### src/hw/rtl/smt_pkg.sv
// Shared types and constants of the temperature softmax block.
// Depends on nothing.
package smt_pkg;
   typedef struct packed {
      logic signed [15:0] logit;
      logic               last_in;
   } req_type;

   typedef struct packed {
      logic [15:0] probability;
      logic [5:0]  channel_index;
      logic        last_out;
   } rsp_type;

   localparam logic [15:0] INV_TEMP_RESET = 16'd256;

   function automatic logic [16:0] exp_int(input logic [3:0] i);
      case (i)
         4'd0: exp_int = 17'd65536;  4'd1: exp_int = 17'd24109;
         4'd2: exp_int = 17'd8869;   4'd3: exp_int = 17'd3263;
         4'd4: exp_int = 17'd1200;   4'd5: exp_int = 17'd442;
         4'd6: exp_int = 17'd162;    4'd7: exp_int = 17'd60;
         4'd8: exp_int = 17'd22;     4'd9: exp_int = 17'd8;
         4'd10: exp_int = 17'd3;     4'd11: exp_int = 17'd1;
         default: exp_int = 17'd0;
      endcase
   endfunction

   function automatic logic [16:0] exp_hi(input logic [3:0] h);
      case (h)
         4'd0: exp_hi = 17'd65536;  4'd1: exp_hi = 17'd61565;
         4'd2: exp_hi = 17'd57835;  4'd3: exp_hi = 17'd54331;
         4'd4: exp_hi = 17'd51039;  4'd5: exp_hi = 17'd47947;
         4'd6: exp_hi = 17'd45042;  4'd7: exp_hi = 17'd42313;
         4'd8: exp_hi = 17'd39750;  4'd9: exp_hi = 17'd37341;
         4'd10: exp_hi = 17'd35079; 4'd11: exp_hi = 17'd32954;
         4'd12: exp_hi = 17'd30957; 4'd13: exp_hi = 17'd29081;
         4'd14: exp_hi = 17'd27319; default: exp_hi = 17'd25664;
      endcase
   endfunction

   function automatic logic [16:0] exp_lo(input logic [3:0] l);
      case (l)
         4'd0: exp_lo = 17'd65536;  4'd1: exp_lo = 17'd65280;
         4'd2: exp_lo = 17'd65026;  4'd3: exp_lo = 17'd64772;
         4'd4: exp_lo = 17'd64520;  4'd5: exp_lo = 17'd64268;
         4'd6: exp_lo = 17'd64018;  4'd7: exp_lo = 17'd63768;
         4'd8: exp_lo = 17'd63520;  4'd9: exp_lo = 17'd63272;
         4'd10: exp_lo = 17'd63025; 4'd11: exp_lo = 17'd62780;
         4'd12: exp_lo = 17'd62535; 4'd13: exp_lo = 17'd62291;
         4'd14: exp_lo = 17'd62048; default: exp_lo = 17'd61806;
      endcase
   endfunction
endpackage

### src/hw/rtl/smt_divider.sv
// Restoring divider for (e*65536 + sum/2) / sum, one quotient bit a cycle.
// Depends on no other file; it uses none of the items of smt_pkg.
module smt_divider (
   input  logic        clock,
   input  logic        reset,
   input  logic        start,
   input  logic [16:0] e_value,
   input  logic [22:0] sum_value,
   output logic        done,
   output logic [15:0] quotient
);
   localparam int NumBits = 34;

   logic [33:0] num_ff, num_in;
   logic [22:0] den_ff, den_in;
   logic [23:0] rem_ff, rem_in;
   logic [33:0] quo_ff, quo_in;
   logic [5:0]  cnt_ff, cnt_in;
   logic        run_ff, run_in;
   logic        done_ff, done_in;
   logic [23:0] trial;

   always_comb begin
      num_in  = num_ff;
      den_in  = den_ff;
      rem_in  = rem_ff;
      quo_in  = quo_ff;
      cnt_in  = cnt_ff;
      run_in  = run_ff;
      done_in = 1'b0;
      trial   = {rem_ff[22:0], num_ff[33]};
      if (start) begin
         num_in = {1'b0, e_value, 16'd0} + {12'd0, sum_value[22:1]};
         den_in = sum_value;
         rem_in = '0;
         quo_in = '0;
         cnt_in = 6'(NumBits);
         run_in = 1'b1;
      end else if (run_ff) begin
         num_in = {num_ff[32:0], 1'b0};
         if (trial >= {1'b0, den_ff}) begin
            rem_in = trial - {1'b0, den_ff};
            quo_in = {quo_ff[32:0], 1'b1};
         end else begin
            rem_in = trial;
            quo_in = {quo_ff[32:0], 1'b0};
         end
         cnt_in = cnt_ff - 6'd1;
         if (cnt_ff == 6'd1) begin
            run_in  = 1'b0;
            done_in = 1'b1;
         end
      end
   end

   always_ff @(posedge clock) begin
      num_ff <= num_in;
      den_ff <= den_in;
      rem_ff <= rem_in;
      quo_ff <= quo_in;
      if (reset) begin
         cnt_ff  <= '0;
         run_ff  <= 1'b0;
         done_ff <= 1'b0;
      end else begin
         cnt_ff  <= cnt_in;
         run_ff  <= run_in;
         done_ff <= done_in;
      end
   end

   assign done = done_ff;
   assign quotient = (den_ff == '0) ? 16'd0 :
                     (quo_ff[33:16] != '0) ? 16'hFFFF : quo_ff[15:0];
endmodule

### src/hw/rtl/softmax_with_temperature.sv
// Top level of the temperature softmax block: logit buffer, sequencer, exp unit, divider.
// Depends on smt_pkg and smt_divider.
//
// Logits arrive one per transfer on req_ (start while busy is low); each is scaled
// by the inverse temperature (0 treated as 256), written to a buffer of
// MAX_CHANNELS (64 by default) entries, and folded into a running maximum.
// Elements load back to back while busy is low. When the last flag arrives, or
// MAX_CHANNELS elements are held, busy rises and the buffer is swept twice: a
// sum pass (read, first table product, second product and accumulate) and an
// emit pass (read, two table products, 34 quotient bits in the bit-serial
// divider, result). Results leave on rsp_ for one cycle each, flagged by
// rsp_valid; the receiver cannot stall, so none is ever held back.
module softmax_with_temperature
   import smt_pkg::*;
#(
   parameter int MAX_CHANNELS = 64
) (
   input  logic    clock,
   input  logic    reset,
   input  logic    start,
   output logic    busy,
   input  req_type req_data,
   output logic    rsp_valid,
   output rsp_type rsp_data,
   input  logic    csr_valid,
   output logic    csr_ready,
   input  logic [15:0] csr_data
);
   localparam int AddrBits = $clog2(MAX_CHANNELS);
   localparam int CntBits  = $clog2(MAX_CHANNELS + 1);

   localparam logic [2:0] ST_LOAD = 3'd0;
   localparam logic [2:0] ST_SRD  = 3'd1; // sum pass: read issued
   localparam logic [2:0] ST_SE1  = 3'd2; // first table product
   localparam logic [2:0] ST_SE2  = 3'd3; // second product, accumulate
   localparam logic [2:0] ST_ERD  = 3'd4; // emit pass: read issued
   localparam logic [2:0] ST_EE1  = 3'd5;
   localparam logic [2:0] ST_EE2  = 3'd6;
   localparam logic [2:0] ST_DIV  = 3'd7;

   logic signed [15:0] mem [MAX_CHANNELS];
   logic signed [15:0] rd_ff;

   logic [15:0]         inv_ff;
   logic [2:0]          st_ff, st_in;
   logic signed [15:0]  max_ff, max_in;
   logic [CntBits-1:0]  cnt_ff, cnt_in;
   logic [CntBits-1:0]  idx_ff, idx_in;
   logic [22:0]         sum_ff, sum_in;
   logic [33:0]         t_ff, t_in;
   logic [16:0]         e_value;
   logic [3:0]          lo_ff, lo_in;
   logic                div_start;
   logic                div_done;
   logic [15:0]         div_q;

   logic accept;
   logic signed [16:0] k;
   logic signed [33:0] prod;
   logic signed [25:0] q;
   logic signed [15:0] scaled;
   logic [15:0] n;
   logic [AddrBits-1:0] rd_addr;
   logic rd_en;
   logic [33:0] t_round;
   logic [33:0] e_prod;

   assign accept    = start && !busy;
   assign busy      = (st_ff != ST_LOAD);
   assign csr_ready = 1'b1;

   // Scale, round to nearest Q8.8 (halves up, then floor), then saturate.
   assign k      = (inv_ff == '0) ? 17'sd256 : $signed({1'b0, inv_ff});
   assign prod   = req_data.logit * k + 34'sd128;
   assign q      = prod[33:8];
   assign scaled = (q > 26'sd32767) ? 16'sh7FFF :
                   (q < -26'sd32768) ? 16'sh8000 : q[15:0];

   assign n       = 16'(max_ff - rd_ff);
   assign t_round = t_ff + 34'd32768;
   assign e_prod  = 34'(t_round[32:16]) * 34'(exp_lo(lo_ff)) + 34'd32768;
   // exponential goes straight into the divider as it is loaded
   assign e_value = e_prod[32:16];

   always_comb begin
      st_in = st_ff; max_in = max_ff; cnt_in = cnt_ff; idx_in = idx_ff;
      sum_in = sum_ff; t_in = t_ff; lo_in = lo_ff;
      rd_en = 1'b0; rd_addr = idx_ff[AddrBits-1:0]; div_start = 1'b0;
      case (st_ff)
         ST_LOAD: begin
            if (accept) begin
               if (scaled > max_ff) max_in = scaled;
               cnt_in = cnt_ff + 1'b1;
               if (req_data.last_in || cnt_ff == CntBits'(MAX_CHANNELS - 1)) begin
                  st_in  = ST_SRD;
                  idx_in = '0;
                  sum_in = '0;
               end
            end
         end
         ST_SRD, ST_ERD: begin
            rd_en = 1'b1;
            st_in = (st_ff == ST_SRD) ? ST_SE1 : ST_EE1;
         end
         ST_SE1, ST_EE1: begin
            t_in  = (n[15:12] != 4'd0) ? 34'd0 :
                    34'(exp_int(n[11:8])) * 34'(exp_hi(n[7:4]));
            lo_in = n[3:0];
            st_in = (st_ff == ST_SE1) ? ST_SE2 : ST_EE2;
         end
         ST_SE2: begin
            sum_in = sum_ff + 23'(e_prod[32:16]);
            if (idx_ff + 1'b1 == cnt_ff) begin
               idx_in = '0;
               st_in  = ST_ERD;
            end else begin
               idx_in = idx_ff + 1'b1;
               st_in  = ST_SRD;
            end
         end
         ST_EE2: begin
            div_start = 1'b1;
            st_in = ST_DIV;
         end
         default: begin
            if (div_done) begin
               if (idx_ff + 1'b1 == cnt_ff) begin
                  st_in  = ST_LOAD;
                  max_in = 16'sh8000;
                  cnt_in = '0;
                  sum_in = '0;
               end else begin
                  idx_in = idx_ff + 1'b1;
                  st_in  = ST_ERD;
               end
            end
         end
      endcase
   end

   always_ff @(posedge clock) begin
      if (accept) mem[cnt_ff[AddrBits-1:0]] <= scaled;
      if (rd_en) rd_ff <= mem[rd_addr];
   end

   always_ff @(posedge clock) begin
      t_ff <= t_in; lo_ff <= lo_in;
      if (reset) begin
         inv_ff <= INV_TEMP_RESET;
         st_ff  <= ST_LOAD;
         max_ff <= 16'sh8000;
         cnt_ff <= '0;
         idx_ff <= '0;
         sum_ff <= '0;
      end else begin
         if (csr_valid) inv_ff <= csr_data;
         st_ff  <= st_in;
         max_ff <= max_in;
         cnt_ff <= cnt_in;
         idx_ff <= idx_in;
         sum_ff <= sum_in;
      end
   end

   smt_divider u_div (
      .clock    (clock),
      .reset    (reset),
      .start    (div_start),
      .e_value  (e_value),
      .sum_value(sum_ff),
      .done     (div_done),
      .quotient (div_q)
   );

   assign rsp_valid              = div_done && st_ff == ST_DIV;
   assign rsp_data.probability   = div_q;
   assign rsp_data.channel_index = 6'(idx_ff);
   assign rsp_data.last_out      = (idx_ff + 1'b1 == cnt_ff);

   a_no_load_when_busy: assert property (@(posedge clock) disable iff (reset)
      rsp_valid |-> busy) else $error("result outside emit pass");
   a_last_closes: assert property (@(posedge clock) disable iff (reset)
      rsp_valid && rsp_data.last_out |=> !busy) else $error("vector not closed");
   a_cnt_bound: assert property (@(posedge clock) disable iff (reset)
      cnt_ff <= CntBits'(MAX_CHANNELS)) else $error("count overflow");
endmodule
### config.mk
export PLATFORM = sky130hd
export DESIGN_NAME = softmax_with_temperature
export DESIGN_NICKNAME = d
export VERILOG_FILES = /design/src/hw/rtl/smt_pkg.sv /design/src/hw/rtl/smt_divider.sv /design/src/hw/rtl/softmax_with_temperature.sv
export SDC_FILE = /design/constraint.sdc
export NUM_CORES = 2
export LEC_CHECK = 0
export ABC_AREA = 0
export BUFFER_PORTS_ARGS = -buffer_cell sky130_fd_sc_hd__buf_2
export CORE_MARGIN = 3
export CORE_UTILIZATION = 53
export DETAILED_ROUTE_END_ITERATION = 8
export GPL_ROUTABILITY_DRIVEN = 0
export PLACE_DENSITY = 0.71
export SLEW_MARGIN = 40
export SYNTH_ARGS = -nofsm -noshare
export SYNTH_HDL_FRONTEND = slang
export SYNTH_HIERARCHICAL = 1
export SYNTH_SLANG_ARGS = --single-unit
### constraint.sdc
create_clock -name clock -period 12.75 [get_ports clock]
set_input_delay 2.55 -clock clock [delete_from_list [all_inputs] [get_ports clock]]
set_output_delay 2.55 -clock clock [all_outputs]
set_load 0.05 [all_outputs]
==> flow_summary.ini <==
[timing]
fmax_mhz = 88.3
rsz0062_at_grt = no
final-hold-violation-count = 0
final.setup_skew_ns = 0.0652
slew_headroom = 0.399
tightest_slew_ns = 0.895
period_share = 0.889
finalSetupViolations = 0
finalMaxSlewViolations = 0
final.setup.tns_ns = 0
post-route-min-period_ns = 11.33

[global_route]
grt_pass1_vias = 48991
grtUsageMet2 = 0.397
use_met1 = 0.332
grt_first_pass_wirelength_um = 285000
antenna_found_initial = 2
gr-usage-met3 = 0.0415
grt_max_degree = 128
grt_usage = 0.243
top_usage_layer = met2
gr-total-overflow = 0

[place]
hpwl_um = 121000
portBuffers = 61

[synthesis]
synthesis.area_um2 = 78300
syn-num-nets = 7028
synth_largest_area_cell = edfxtp_1
synth_top_family_by_area = adder cells
synthXorXnorAreaFrac = 0.0181
synthSimpleGateAreaFrac = 0.0843
synth-compound-area-share = 0.0413
muxShareOfSynthArea = 0.110
yosys.cell_types.count = 92
ys_top_cells_by_area = edfxtp_1 (43%), fa_1 (15%), mux4_2 (9.7%)
synthFlopType = edfxtp_1
synth_seq_cells = 1269
yosysSeqAreaShare = 0.467
syn_inst = 5927
netlist.area_leader.share = 0.429
yosysMostFrequentCell = edfxtp_1
synth_area_per_cell_um2 = 13.2
synthArstFlopShare = 0
synth-edff-count = 1119
yosys_warnings = 6
synth_commonest_cells = edfxtp_1 (1119), inv_1 (825), fa_1 (592)
yosys.area_share.adder = 0.227

[worst_setup_path]
worstPathRequired_ns = 13.42
start_kind = primary input
crit_top_cell = fa_1
worst_path_largest_cell_delay_ns = 0.58
slowest_stage = fa_1
crit_fanout = 16
reg2regPathDepth = 35
crit_type = in -> reg
cp-end-kind = flip-flop
arrival_ns = 12.00

[finish]
fill_cells = 11182
postLayoutCoreUtil = 0.588
fin_nets = 7123
drive_above_1_share = 0.138
syn_to_final_growth_pct = 9.74

[clock_tree]
clkTransAtPathRegs_ns = 0.06
clk-insertion-delay-late_ns = 0.78
cts.sinks = 1269
cts_made_buffers = 133
htreeDepth = 4
ctsResizeCount = 0
cts_setup_buffers = 0
cts_hold_buf = 0
cts_root_buf = clkbuf_16
clock_tree.buffer_depth = 3
cts_tree = yes

[drt]
via_per_inst = 5.83
num_vias = 46897
drt-initial-drc-count = 4182
detail-route-antenna-nets = 0
drc = 0
routed_wl_um = 179000
wire_per_inst_um = 22.3
drt_pre_antenna_iters = 6

[floorplanning]
initial_core_util = 0.536
fp-row-count = 140
die_area_um2 = 152000
die_w_um = 390
io-pin-count = 63
die_y_um = 390
core_um2 = 146000

[run]
maxCapViolCount = 0

[worst_hold_path]
min_path_cells = 0
hold_path.class = reg -> reg

[outcome]
status = complete, no violations
## path summary, 6_finish.rpt
path / slack [ns] / endpoint / startpoint
setup reg to reg: 1.66 / max_ff[10] / inv_ff[5]
setup / recovery: 1.42 / max_ff[10] / req_data[3]
hold reg to reg: 0.47 / u_div/den_ff[0] / sum_ff[0]
hold / removal: 0.47 / u_div/den_ff[0] / sum_ff[0]
## routing by layer
metal  share of wire  vias up  routed length, um
met2            0.48     1869              86600
met3           0.075      392              13500
met4           0.038        0               6770
met1            0.40    23884              72500
met5               0        -                  0
li1                -    20752                  -
## critical path, delay by kind of cell
kind | cells | cell delay [ns]
AND/OR/NAND/NOR | 8 | 2.08
AO/OA/AOI/OAI | 13 | 2.97
buffers and inverters | 5 | 0.72
adder cells (fa/ha/maj) | 8 | 3.69
## stage by stage
step                      setup WS, ns  area, um2  cells  hold WS (ns)
final                             1.42      86000   8047         0.472
after detailed placement         0.491      81500   7803         0.463
after CTS                         1.31      85900   8044         0.475
after global routing             0.909      86000   8045         0.484
after global placement           0.629      81400   7799         0.457
after floorplan                  0.219      78300   5927         0.437
## flip-flops by register name, indices dropped and copies added (netlist names), 18 cells and up, named ones only
signal	cells
mem	1024
u_div/num_ff	34
u_div/quo_ff	34
sum_ff	23
u_div/den_ff	23
u_div/rem_ff	23
t_ff	18
## kinds of logic after synthesis
kind of cell,count (synthesis)
other,1
flip-flops,1269
AND/OR/NAND/NOR,1426
adder cells (fa/ha/maj),1064
multiplexers,434
buffers and inverters,1083
AO/OA/AOI/OAI,490
XOR/XNOR,160
## placed cells by master, fill, tap and decap left out, types with 61 or more instances in the layout
| master | Yosys | final |
|---|---|---|
| nor2_1 | 427 | 425 |
| mux2i_1 | 73 | 72 |
| nand2_1 | 492 | 492 |
| dfxtp_1 | 150 | 145 |
| xnor2_1 | 99 | 95 |
| a21oi_1 | 141 | 141 |
| ha_1 | 472 | 472 |
| clkbuf_16 | 0 | 133 |
| mux4_2 | 336 | 336 |
| edfxtp_1 | 1119 | 1119 |
| buf_4 | 10 | 144 |
| o21ai_0 | 80 | 74 |
| fa_1 | 592 | 592 |
| and2_1 | 248 | 249 |
| inv_1 | 825 | 824 |
| buf_2 | 8 | 61 |
## final cells by class
class / count / area [um2] / area share
timing repair buffer: 217 / 1570 / 0.0183
tap: 1917 / 2400 / 0.0279
clock buffer: 167 / 3530 / 0.0410
sequential: 1269 / 36600 / 0.426
inverter: 826 / 3100 / 0.0361
antenna: 2 / 5.00 / 0.0000582
multi-input combinational: 3575 / 37900 / 0.441
clock inverter: 74 / 833 / 0.00969
Power is left out: the tool's default activity adds up to more than one toggle a clock period on the data nets, which glitch-free logic cannot reach.
